File: src/rtl/adpm_pkg.sv
`timescale 1ns / 1ps
package adpm_pkg;

	localparam int CFG_W   = 17;
	localparam int IDX_W   = 2;
	localparam int LEVEL_W = 16;
	localparam int MANT_W  = 8;
	localparam int DB_PER_OCT_Q8 = 771;

	localparam logic [CFG_W-1:0]          ATTACK_RESET = 17'd6554;
	localparam logic [CFG_W-1:0]          DECAY_RESET  = 17'd655;
	localparam logic signed [LEVEL_W-1:0] FLOOR_RESET  = -16'sd30720;

	typedef enum logic [IDX_W-1:0] {
		REG_ATTACK = 2'd0,
		REG_DECAY  = 2'd1,
		REG_FLOOR  = 2'd2
	} reg_idx_t;

	typedef struct packed {
		logic [CFG_W-1:0]          attack_alpha;
		logic [CFG_W-1:0]          decay_alpha;
		logic signed [LEVEL_W-1:0] floor_db;
	} cfg_t;

	typedef enum logic [2:0] {
		BK_IDLE,
		BK_MUL,
		BK_ADD,
		BK_NORM,
		BK_LUT,
		BK_SCALE,
		BK_OUT
	} bk_state_t;

	// round(256*log2(1+i/256)) by repeated squaring, 9 fraction bits, rounded half up
	typedef logic [8:0] log_tab_t [256];

	function automatic log_tab_t build_log_tab();
		log_tab_t    t;
		logic [63:0] y;
		logic [9:0]  frac;
		for (int i = 0; i < 256; i++) begin
			y = 64'(256 + i) << 22;
			frac = '0;
			for (int k = 0; k < 9; k++) begin
				y = (y * y) >> 30;
				frac = frac << 1;
				if (y >= 64'h8000_0000) begin
					frac[0] = 1'b1;
					y = y >> 1;
				end
			end
			t[i] = 9'((frac + 10'd1) >> 1);
		end
		return t;
	endfunction

	localparam log_tab_t LOG_TAB = build_log_tab();

endpackage

File: src/rtl/adpm_front.sv
`timescale 1ns / 1ps
module adpm_front #(
	parameter int SAMPLE_BITS = 16
) (
	input  logic                          clk,
	input  logic                          arst_n,
	input  logic                          in_valid,
	output logic                          in_stall,
	input  logic signed [SAMPLE_BITS-1:0] sample,
	input  logic                          report,
	output logic                          push,
	output logic [2*SAMPLE_BITS-1:0]      push_data,
	input  logic                          full
);

	localparam int PW = 2*SAMPLE_BITS - 1;

	logic                       v_s1;
	logic [PW-1:0]              p_s1;
	logic                       rpt_s1;
	logic signed [2*SAMPLE_BITS-1:0] sq;
	logic                       take;

	assign sq        = sample * sample;
	assign in_stall  = v_s1 && full;
	assign take      = in_valid && !in_stall;
	assign push      = v_s1 && !full;
	assign push_data = {rpt_s1, p_s1};

	always_ff @(posedge clk or negedge arst_n) begin
		if (!arst_n) begin
			v_s1 <= 1'b0;
		end else if (take) begin
			v_s1 <= 1'b1;
		end else if (push) begin
			v_s1 <= 1'b0;
		end
	end

	always_ff @(posedge clk) begin
		if (take) begin
			p_s1   <= sq[PW-1:0];
			rpt_s1 <= report;
		end
	end

endmodule

File: src/rtl/adpm_fifo.sv
`timescale 1ns / 1ps
module adpm_fifo #(
	parameter int WIDTH = 32
) (
	input  logic             clk,
	input  logic             arst_n,
	input  logic             push,
	input  logic [WIDTH-1:0] push_data,
	output logic             full,
	input  logic             pop,
	output logic             head_valid,
	output logic [WIDTH-1:0] head_data
);

	localparam int DEPTH = 2;

	logic [WIDTH-1:0]           mem_q [DEPTH];
	logic                       wr_ptr_q;
	logic                       rd_ptr_q;
	logic [$clog2(DEPTH+1)-1:0] cnt_q;

	assign full       = (cnt_q == 2'(DEPTH));
	assign head_valid = (cnt_q != '0);
	assign head_data  = mem_q[rd_ptr_q];

	always_ff @(posedge clk or negedge arst_n) begin
		if (!arst_n) begin
			wr_ptr_q <= 1'b0;
			rd_ptr_q <= 1'b0;
			cnt_q    <= '0;
		end else begin
			if (push) begin
				wr_ptr_q <= !wr_ptr_q;
			end
			if (pop) begin
				rd_ptr_q <= !rd_ptr_q;
			end
			if (push && !pop) begin
				cnt_q <= cnt_q + 2'd1;
			end else if (pop && !push) begin
				cnt_q <= cnt_q - 2'd1;
			end
		end
	end

	always_ff @(posedge clk) begin
		if (push) begin
			mem_q[wr_ptr_q] <= push_data;
		end
	end

endmodule

File: src/rtl/adpm_back.sv
`timescale 1ns / 1ps
module adpm_back #(
	parameter int SAMPLE_BITS     = 16,
	parameter int ALPHA_FRAC_BITS = 16
) (
	input  logic                                  clk,
	input  logic                                  arst_n,
	input  adpm_pkg::cfg_t                        cfg,
	input  logic                                  head_valid,
	input  logic [2*SAMPLE_BITS-1:0]              head_data,
	output logic                                  pop,
	output logic                                  out_valid,
	input  logic                                  out_stall,
	output logic signed [adpm_pkg::LEVEL_W-1:0]   level_db
);

	localparam int AW   = 2*SAMPLE_BITS - 1;
	localparam int DW   = AW + 1;
	localparam int AFW  = ALPHA_FRAC_BITS + 1;
	localparam int XW   = adpm_pkg::CFG_W + ALPHA_FRAC_BITS;
	localparam int PRW  = DW + AFW + 1;
	localparam int SHW  = $clog2(AW);
	localparam int NW   = 1 << SHW;
	localparam int STW  = $clog2(SHW);
	localparam int LW   = SHW + 10;
	localparam int SCW  = LW + 11;
	localparam int MANT_SEL_W = adpm_pkg::MANT_W;
	localparam logic [XW-1:0] A_ONE = XW'(1) << ALPHA_FRAC_BITS;
	localparam logic signed [SCW-1:0] DB_MIN = SCW'(-32768);
	localparam logic signed [SCW-1:0] DB_MAX = SCW'(32767);
	localparam logic signed [10:0]    DB_K   = 11'(adpm_pkg::DB_PER_OCT_Q8);

	adpm_pkg::bk_state_t st_q, st_d;

	logic [AW-1:0]            avg_q;
	logic                     rpt_q;
	logic signed [DW-1:0]     d_q;
	logic [AFW-1:0]           a_q;
	logic signed [PRW-1:0]    prod_q;
	logic [NW-1:0]            norm_q;
	logic [SHW-1:0]           sh_q;
	logic [STW-1:0]           stp_q;
	logic                     zero_q;
	logic signed [LW-1:0]     lg_q;
	logic signed [SCW-1:0]    scl_q;
	logic                     out_v_q;
	logic signed [adpm_pkg::LEVEL_W-1:0] level_q;

	logic [AW-1:0]            head_p;
	logic                     rise;
	logic [adpm_pkg::CFG_W-1:0] alpha_sel;
	logic [AFW-1:0]           a_d;
	logic signed [PRW-1:0]    delta_w;
	logic signed [PRW-1:0]    sum_w;
	logic [AW-1:0]            avg_new;
	logic [SHW-1:0]           amt;
	logic [NW-1:0]            top_mask;
	logic [MANT_SEL_W-1:0]    mant;
	logic signed [SCW-1:0]    db;
	logic signed [adpm_pkg::LEVEL_W-1:0] db_sat;
	logic                     out_ld;

	assign head_p    = head_data[AW-1:0];
	assign rise      = head_p > avg_q;
	assign alpha_sel = rise ? cfg.attack_alpha : cfg.decay_alpha;
	assign a_d       = (XW'(alpha_sel) > A_ONE) ? AFW'(A_ONE) : AFW'(alpha_sel);

	// floor(alpha*diff / 2^F): arithmetic shift of the signed product
	assign delta_w = prod_q >>> ALPHA_FRAC_BITS;
	assign sum_w   = $signed({{(PRW-AW){1'b0}}, avg_q}) + delta_w;
	assign avg_new = sum_w[AW-1:0];

	// binary leading-one search, halving the window each step
	assign amt      = SHW'(1) << stp_q;
	assign top_mask = ~({NW{1'b1}} >> amt);
	assign mant     = norm_q[NW-2 -: MANT_SEL_W];

	assign db     = scl_q >>> 8;
	assign db_sat = (db < DB_MIN) ? adpm_pkg::LEVEL_W'(DB_MIN) :
	                (db > DB_MAX) ? adpm_pkg::LEVEL_W'(DB_MAX) :
	                adpm_pkg::LEVEL_W'(db);

	always_comb begin
		st_d = st_q;
		case (st_q)
			adpm_pkg::BK_IDLE: begin
				if (head_valid) begin
					st_d = adpm_pkg::BK_MUL;
				end
			end
			adpm_pkg::BK_MUL:   st_d = adpm_pkg::BK_ADD;
			adpm_pkg::BK_ADD:   st_d = rpt_q ? adpm_pkg::BK_NORM : adpm_pkg::BK_IDLE;
			adpm_pkg::BK_NORM: begin
				if (stp_q == '0) begin
					st_d = adpm_pkg::BK_LUT;
				end
			end
			adpm_pkg::BK_LUT:   st_d = adpm_pkg::BK_SCALE;
			adpm_pkg::BK_SCALE: st_d = adpm_pkg::BK_OUT;
			adpm_pkg::BK_OUT: begin
				if (!out_v_q || !out_stall) begin
					st_d = adpm_pkg::BK_IDLE;
				end
			end
			default: st_d = adpm_pkg::BK_IDLE;
		endcase
	end

	always_comb begin
		pop    = 1'b0;
		out_ld = 1'b0;
		case (st_q)
			adpm_pkg::BK_IDLE: pop    = head_valid;
			adpm_pkg::BK_OUT:  out_ld = !out_v_q || !out_stall;
			default: begin
				pop    = 1'b0;
				out_ld = 1'b0;
			end
		endcase
	end

	always_ff @(posedge clk or negedge arst_n) begin
		if (!arst_n) begin
			st_q    <= adpm_pkg::BK_IDLE;
			avg_q   <= '0;
			out_v_q <= 1'b0;
		end else begin
			st_q <= st_d;
			if (st_q == adpm_pkg::BK_ADD) begin
				avg_q <= avg_new;
			end
			if (out_ld) begin
				out_v_q <= 1'b1;
			end else if (!out_stall) begin
				out_v_q <= 1'b0;
			end
		end
	end

	always_ff @(posedge clk) begin
		case (st_q)
			adpm_pkg::BK_IDLE: begin
				rpt_q <= head_data[AW];
				d_q   <= $signed({1'b0, head_p}) - $signed({1'b0, avg_q});
				a_q   <= a_d;
			end
			adpm_pkg::BK_MUL: begin
				prod_q <= d_q * $signed({1'b0, a_q});
			end
			adpm_pkg::BK_ADD: begin
				norm_q <= {avg_new, {(NW-AW){1'b0}}};
				zero_q <= (avg_new == '0);
				sh_q   <= '0;
				stp_q  <= STW'(SHW-1);
			end
			adpm_pkg::BK_NORM: begin
				if ((norm_q & top_mask) == '0) begin
					norm_q <= norm_q << amt;
					sh_q   <= sh_q + amt;
				end
				stp_q <= stp_q - STW'(1);
			end
			adpm_pkg::BK_LUT: begin
				// log2 in Q8.8: (e - PF)*256 + tab[m], where e - PF = -shift
				lg_q <= LW'(adpm_pkg::LOG_TAB[mant]) - (LW'(sh_q) << 8);
			end
			adpm_pkg::BK_SCALE: begin
				scl_q <= lg_q * DB_K;
			end
			adpm_pkg::BK_OUT: begin
				if (out_ld) begin
					level_q <= zero_q ? cfg.floor_db : db_sat;
				end
			end
			default: begin
			end
		endcase
	end

	assign out_valid = out_v_q;
	assign level_db  = level_q;

endmodule

File: src/rtl/attack_decay_power_meter.sv
`timescale 1ns / 1ps
// Channel | Direction | Handshake             | Payload
// in      | input     | in_valid / in_stall   | sample, report
// out     | output    | out_valid / out_stall | level_db
// cfg     | input     | cfg_we (no wait)      | cfg_idx, cfg_data
//
// Front squares one sample per cycle, while in_stall is low, into a two-entry queue.
// Back engine per item: pop, alpha*diff multiply, accumulate; an item with report set
// adds $clog2(2*SAMPLE_BITS-1) leading-one search steps, table read, dB scale and
// output load. The back pops the next item only after it has finished the last one.
// arst_n clears control, the average and the registers to their defaults.
// out_stall holds the result; the back waits in its output step, in_stall follows.
module attack_decay_power_meter #(
	parameter int SAMPLE_BITS     = 16,
	parameter int ALPHA_FRAC_BITS = 16
) (
	input  logic                                clk,
	input  logic                                arst_n,
	input  logic                                in_valid,
	output logic                                in_stall,
	input  logic signed [SAMPLE_BITS-1:0]       sample,
	input  logic                                report,
	output logic                                out_valid,
	input  logic                                out_stall,
	output logic signed [adpm_pkg::LEVEL_W-1:0] level_db,
	input  logic                                cfg_we,
	input  logic [adpm_pkg::IDX_W-1:0]          cfg_idx,
	input  logic [adpm_pkg::CFG_W-1:0]          cfg_data
);

	localparam int QW = 2*SAMPLE_BITS;

	adpm_pkg::cfg_t  cfg_q;
	logic            push;
	logic [QW-1:0]   push_data;
	logic            full;
	logic            pop;
	logic            head_valid;
	logic [QW-1:0]   head_data;

	always_ff @(posedge clk or negedge arst_n) begin
		if (!arst_n) begin
			cfg_q.attack_alpha <= adpm_pkg::ATTACK_RESET;
			cfg_q.decay_alpha  <= adpm_pkg::DECAY_RESET;
			cfg_q.floor_db     <= adpm_pkg::FLOOR_RESET;
		end else if (cfg_we) begin
			case (cfg_idx)
				adpm_pkg::REG_ATTACK: cfg_q.attack_alpha <= cfg_data;
				adpm_pkg::REG_DECAY:  cfg_q.decay_alpha  <= cfg_data;
				adpm_pkg::REG_FLOOR:  cfg_q.floor_db     <= cfg_data[adpm_pkg::LEVEL_W-1:0];
				default: begin
				end
			endcase
		end
	end

	adpm_front #(
		.SAMPLE_BITS(SAMPLE_BITS)
	) u_front (
		.clk      (clk),
		.arst_n   (arst_n),
		.in_valid (in_valid),
		.in_stall (in_stall),
		.sample   (sample),
		.report   (report),
		.push     (push),
		.push_data(push_data),
		.full     (full)
	);

	adpm_fifo #(
		.WIDTH(QW)
	) u_fifo (
		.clk       (clk),
		.arst_n    (arst_n),
		.push      (push),
		.push_data (push_data),
		.full      (full),
		.pop       (pop),
		.head_valid(head_valid),
		.head_data (head_data)
	);

	adpm_back #(
		.SAMPLE_BITS    (SAMPLE_BITS),
		.ALPHA_FRAC_BITS(ALPHA_FRAC_BITS)
	) u_back (
		.clk       (clk),
		.arst_n    (arst_n),
		.cfg       (cfg_q),
		.head_valid(head_valid),
		.head_data (head_data),
		.pop       (pop),
		.out_valid (out_valid),
		.out_stall (out_stall),
		.level_db  (level_db)
	);

endmodule

File: config.mk
export PLATFORM = sky130hd
export DESIGN_NAME = attack_decay_power_meter
export DESIGN_NICKNAME = d
export VERILOG_FILES = /design/src/rtl/adpm_pkg.sv /design/src/rtl/adpm_front.sv /design/src/rtl/adpm_fifo.sv /design/src/rtl/adpm_back.sv /design/src/rtl/attack_decay_power_meter.sv
export SDC_FILE = /design/constraint.sdc
export NUM_CORES = 2
export LEC_CHECK = 0
export BUFFER_PORTS_ARGS = -buffer_cell sky130_fd_sc_hd__buf_2
export CORE_UTILIZATION = 45
export CTS_CLUSTER_DIAMETER = 60
export DETAILED_ROUTE_END_ITERATION = 10
export RECOVER_POWER = 100
export SYNTH_ARGS = -nofsm -noshare
export SYNTH_HDL_FRONTEND = slang
export SYNTH_SLANG_ARGS = --single-unit
File: constraint.sdc
create_clock -name clk -period 18.15 [get_ports clk]
set_input_delay 0.9075 -clock clk [delete_from_list [all_inputs] [get_ports clk]]
set_output_delay 0.9075 -clock clk [all_outputs]
set_load 0.1 [all_outputs]
Yosys cells after proc, flatten, opt, wreduce, memory -nomap -nowiden
Memories as Yosys holds them, arrays and structs flattened.
Index checks and enable logic that the tools add are counted.
W data, S select, Z words.
{"block": "word_totals", "output_inout_bits": 18, "input_bits": 41, "n_memories": 2, "ramBits": 64, "elab_cells": 115, "reg_bits": 316, "rom_bits": 2304}
{"block": "classes", "n_reduce_logical": 29, "n_eq_ne": 14, "order_cmp": 5, "bitwise_logic": 3, "n_shift": 3, "muxes": 26, "multipliers": 3, "add_sub_neg": 7}
{"memory": "(no name shown)", "words": 256, "word_bits": 9, "read_ports": 1, "rd_ports_with_merged_regs": 0, "write_ports": 0, "line": "adpm_back.sv:165", "text": "lg_q <= LW'(adpm_pkg::LOG_TAB[mant]) - (LW'(sh_q) << 8);"}
{"memory": "u_fifo.mem_q", "words": 2, "word_bits": 32, "read_ports": 1, "rd_ports_with_merged_regs": 0, "write_ports": 1, "line": "adpm_fifo.sv:17", "text": "logic [WIDTH-1:0] mem_q [DEPTH];"}
{"operator": "$pmux W32 S2", "count": 1}
{"operator": "$mux W16", "count": 3}
{"operator": "$mul A32 B18 Y47", "count": 1}
{"operator": "$and A32 B32 Y32", "count": 1}
{"operator": "$logic_not A32 Y1", "count": 1}
{"operator": "$mux W32", "count": 1}
{"operator": "$not A32 Y32", "count": 1}
{"operator": "$shl A32 B5 Y32", "count": 1}
{"operator": "$shr A32 B5 Y32 const A", "count": 1}
{"operator": "$sub A31 B31 Y32", "count": 1}
{"operator": "$add A31 B31 Y31", "count": 1}
{"operator": "$gt A31 B31 Y1", "count": 1}
{"operator": "$logic_not A31 Y1", "count": 1}
{"operator": "$mul A16 B16 Y31", "count": 1}
{"operator": "$mul A14 B11 Y25 const B", "count": 1}
{"operator": "$pmux W3 S7", "count": 1}
{"operator": "$gt A18 B16 Y1 const B", "count": 1}
{"operator": "$lt A18 B16 Y1 const B", "count": 1}
{"operator": "$mux W9", "count": 2}
{"operator": "$gt A17 B17 Y1 const B", "count": 1}
{"operator": "$mux W17", "count": 1}
{"operator": "$sub A9 B13 Y14", "count": 1}
{"operator": "$ne A2 B1 Y1 const B", "count": 5}
{"operator": "$pmux W5 S2", "count": 1}
{"operator": "other kinds (25)", "count": 59}

Longest topological paths before layout
{"block": "logic_depth", "depth_word": 7, "depth_mapped": 26}

By module
From an unflattened synthesis, not the netlist that was laid out.
{"block": "hier_totals", "hier_cells": 5014, "area_unflattened_um2": 48461.5}
{"module": "adpm_back", "seq_area_each_um2": 5950.7, "cells_per_inst": 3766, "instances": 1, "area_each_um2": 34051.4}
{"module": "adpm_front", "seq_area_each_um2": 955.9, "cells_per_inst": 1026, "instances": 1, "area_each_um2": 9851.9}
{"module": "adpm_fifo", "seq_area_each_um2": 2021.9, "cells_per_inst": 116, "instances": 1, "area_each_um2": 2651.3}
{"module": "attack_decay_power_meter", "seq_area_each_um2": 1270.0, "cells_per_inst": 106, "instances": 1, "area_each_um2": 1906.8}

Least setup slack after synthesis
OpenSTA, ideal clock, no wires.
{"block": "synth_timing", "path_type": "input -> register", "from": "in sample[15]", "to": "reg u_front.p_s1[30], data pin", "t_required_ps": 17890, "slack_ps": 11138, "path_stages": 22, "t_arrival_ps": 6752, "setup_time_ps": 260, "cell_sequence": "clkbuf_1 > inv_1 > clkbuf_1 > nor2_1 > fa_1 > fa_1 > fa_1 > fa_1 > fa_1 > inv_1 > fa_1 > inv_1 > ha_1 > nand2_1 > nor3_1 > nand2_1 > nor3_1 > nand3_1 > a311oi_1 > a211o_1 > a21oi_1 > xnor2_1"}
{"block": "synth_between", "elab_chain_cells": 1}
{"item": "from (decl)", "line": "attack_decay_power_meter.sv:21", "text": "input logic signed [SAMPLE_BITS-1:0] sample,"}
{"item": "$mul A16 B16 Y31", "line": "adpm_front.sv:24", "text": "assign sq = sample * sample;"}
{"item": "named net u_front.sq[30]", "line": "adpm_front.sv:21", "text": "logic signed [2*SAMPLE_BITS-1:0] sq;"}
{"item": "to (signal assigned)", "line": "adpm_front.sv:42", "text": "p_s1 <= sq[PW-1:0];"}
{"item": "to (decl)", "line": "adpm_front.sv:19", "text": "logic [PW-1:0] p_s1;"}
The timed path passes the listed nets, and every way through them passes these cells.
A chain may end at the register's enable or synchronous reset.

Worst setup path after layout
{"block": "layout_timing", "from": "in sample[2]", "to": "reg u_front.p_s1[30], data pin"}
Same word-level chain as after synthesis.

==> impl_metrics.ini <==
[outcome]
status = finished with violations
violated_checks = capacitance limit, slew limit

[synth]
seq_area_frac_synth = 0.210
async_flop_share = 0.256
netlist_top_cells_area = sky130_fd_sc_hd__fa_1, sky130_fd_sc_hd__edfxtp_1, sky130_fd_sc_hd__ha_1, sky130_fd_sc_hd__inv_1, sky130_fd_sc_hd__nand2_1
synth.net_count = 6160
synthesis.area_mm2 = 0.0483
warnings_from_yosys = 0
synth_top_area_frac = 0.312
synth-main-ff-cell = sky130_fd_sc_hd__edfxtp_1
synth_enable_flop_cells = 262
leading_area_contributor_after_synthesis = sky130_fd_sc_hd__fa_1
synthesized_instance_count = 5023
synth-seq-cells = 352
syn_area_per_cell_um2 = 9.61
synth.lib_cells_used.distinct = 100

[worst_setup_path]
critical_path.max_stage_delay_ns = 0.80
critPathMostFrequentCell = sky130_fd_sc_hd__fa_1
critical_path_arrival_ns = 7.66
setup.worst_path.start_class = primary input
end_kind = register
critical_path.cell_chain = clkbuf_1, inv_1, nor2_1, fa_1, fa_1, fa_1, fa_1, fa_1, inv_1, fa_1, inv_1, ha_1, nand2_1, nor3_1, nand2_1, nor3_1, nand3_1, a311oi_1, a211o_1, a21oi_1, xnor2_1
required_ns = 18.46
critical_path.top_delay_family = adder cells
crit_path_top_delay_cell = sky130_fd_sc_hd__fa_1
worstPathBufferInverterCount = 4
timing.setup.critical_path_class = in2reg
path_max_fanout = 15

[clock_tree]
cts_tree = done
master_cell_of_the_clock_root_buffer = sky130_fd_sc_hd__clkbuf_16
worst_skew_pair_latency_ns = 0.58
post_cts_resized = 0
postCtsSetupBuffers = 0
clk_pin_slew_ns = 0.06
cts-htree-levels = 2
postCtsHoldBufs = 0
cts-buffers-inserted = 41
cts.sinks = 352
clock_path_buffers = 3

[sta]
timing.max_slew.rel_slack = -1.88
max_slew.worst_pin.slew_ns = 4.32
drv_slew = 485
final.setup.tns_ns = 0
setup_viol = 0
final.setup_skew_ns = 0.0310
endpoints_failing_hold = 0
final_period_minus_worst_setup_slack_ns = 7.36
post-route-period-util = 0.405
max_freq_mhz = 136
unrepaired_setup_endpoints_after_global_routing = false

[detailed_routing]
drtAntennaViolNets = 0
drtPass1Iterations = 5
via_count_of_the_routed_design = 33400
drt_iter0_markers = 2194
via_per_inst = 5.23
finalWirelength_mm = 112
route.detailed.drc = 0
avgRoutedWirePerCell_um = 17.6

[final_layout]
layout.filler_cells = 10000
antenna_diode_instance_count = 0
syn2layout_area_growth_pct = 5.54
layout-drive-gt1-share = 0.0539
multi_input_comb_area_mm2 = 0.0334
finalNetCount = 6093
combined_flip_flop_and_latch_cell_area_mm2 = 0.0101

[grt]
gr-total-overflow = 0
grt_pass1_wl_mm = 186
maximum_number_of_pins_on_one_net_before_global_route_repair = 78
via_count_of_the_first_global_routing_pass = 34200
grt_use_total = 0.214
initial_antenna_violation_count = 0

[die]
core_mm2 = 0.106
die-width_um = 329
total_die_area_mm2 = 0.109
initial_util = 0.456
placementRows = 119
top_level_ports = 59
dieHeight_um = 329

[placement]
numPortBuffers = 58
place.gp.congestion = 0.899
dpl.hpwl_mm = 90.5

[run]
max_cap_viol_count = 12

[hold_path]
hold_path.class = in2async
-- sequential cells by signal, summed over array words and instances, names as in the netlist, 14 cells and up --
| signal | cells |
|---|---|
| u_back.scl_q | 17 |
| cfg_q | 50 |
| u_back.d_q | 32 |
| u_back.level_db | 16 |
| u_back.prod_q | 31 |
| u_back.lg_q | 14 |
| u_back.a_q | 17 |
| u_back.norm_q | 32 |
| u_back.avg_q | 31 |
| u_fifo.mem_q | 62 |
| u_front.p_s1 | 30 |
-- layer usage --
metal / part of all wire / GRT usage / vias to the layer above / routed length [µm]
li1: - / - / 15800 / -
met1: 0.49 / 0.321 / 16700 / 55200
met2: 0.45 / 0.339 / 744 / 50700
met3: 0.046 / 0.0231 / 85 / 5170
met4: 0.012 / 0.0329 / 0 / 1380
met5: 0 / 0 / - / 0
-- worst reg2reg max path: cells and delay by family, from the launching register on --
kind                       cells  cell delay (ns)
adders and majority gates      7             3.49
DFF                            1             0.86
and+or+nand+nor                2             0.45
buffers and inverters          3             0.17
xor gates and xnor gates       1             0.15
AOI/OAI and AO/OA              7             1.99
-- stage by stage --
step / utilization / worst slack [ns] / std cells / instance area [µm²] / hold slack [ns]
3_5_place_dp: 0.471 / 10.32 / 6304 / 49800 / 0.430
2_1_floorplan: - / 11.14 / 5023 / 48300 / 0.421
6_report: 0.481 / 10.79 / 6378 / 50900 / 0.380
4_1_cts: 0.483 / 10.89 / 6378 / 51100 / 0.149
5_1_grt: 0.481 / 10.28 / 6378 / 50900 / 0.451
3_3_place_gp: 0.471 / 10.49 / 6304 / 49800 / 0.423
-- path summary, 6_finish.rpt --
| path | start | endpoint | slack, ns | cells after the start |
|---|---|---|---|---|
| max | sample[2] | u_front.p_s1[30] | 10.79 | 21 |
| min | arst_n | u_back.out_valid | 0.38 | 1 |
| max reg2reg | u_back.d_q[7] | u_back.prod_q[44] | 10.82 | 20 |
| min reg2reg | u_front.p_s1[23] | u_fifo.mem_q[0][23] | 0.44 | 0 |
| max in group asynchronous | arst_n | u_back.avg_q[0] | 13.18 | 2 |
| min in group clk | u_front.p_s1[23] | u_fifo.mem_q[0][23] | 0.44 | 0 |
-- synthesized netlist by cell type, types with 50 or more instances --
master                     number
sky130_fd_sc_hd__clkbuf_1     184
sky130_fd_sc_hd__nor3_1        54
sky130_fd_sc_hd__nand2_1      565
sky130_fd_sc_hd__inv_1       1016
sky130_fd_sc_hd__dfrtp_1       75
sky130_fd_sc_hd__mux2_2        84
sky130_fd_sc_hd__fa_1         753
sky130_fd_sc_hd__o21ai_0      187
sky130_fd_sc_hd__and2_1       314
sky130_fd_sc_hd__ha_1         343
sky130_fd_sc_hd__mux2i_1       90
sky130_fd_sc_hd__edfxtp_1     262
sky130_fd_sc_hd__nor2_1       181
sky130_fd_sc_hd__xnor2_1      112
sky130_fd_sc_hd__a21oi_1      183
sky130_fd_sc_hd__a21o_1        50
-- final cells by class --
type,count,area share
clock buffer,50,0.0212
clock inverter,24,0.00459
inverter,1019,0.0751
timing repair buffer,99,0.00997
multi-input combinational,3443,0.656
tap,1391,0.0342
sequential,352,0.199
-- kinds of logic (layout without fill, tap and decap cells) --
group           count (synthesis)  after routing  share of synthesized area
simple gates                 1325           1325                      0.132
buf+inv                      1228           1192                     0.0962
mux                           182            182                     0.0418
fa+ha+maj                    1097           1097                      0.401
compound gates                680            680                     0.0893
xor+xnor                      159            159                     0.0289
flops                         352            352                      0.210
-- layout by cell type, fill, tap and decap left out, types with 54 or more instances in the layout --
cell                          n
sky130_fd_sc_hd__a21oi_1    184
sky130_fd_sc_hd__ha_1       343
sky130_fd_sc_hd__nor3_1      54
sky130_fd_sc_hd__fa_1       753
sky130_fd_sc_hd__inv_1     1016
sky130_fd_sc_hd__and2_1     308
sky130_fd_sc_hd__mux2i_1     91
sky130_fd_sc_hd__nor2_1     180
sky130_fd_sc_hd__xnor2_1    112
sky130_fd_sc_hd__nand2_1    565
sky130_fd_sc_hd__edfxtp_1   262
sky130_fd_sc_hd__dfrtp_1     75
sky130_fd_sc_hd__mux2_2      81
sky130_fd_sc_hd__o21ai_0    191
Power is not shown: default switching activity piles up to over one toggle a cycle in this logic, so the estimate is an artifact.
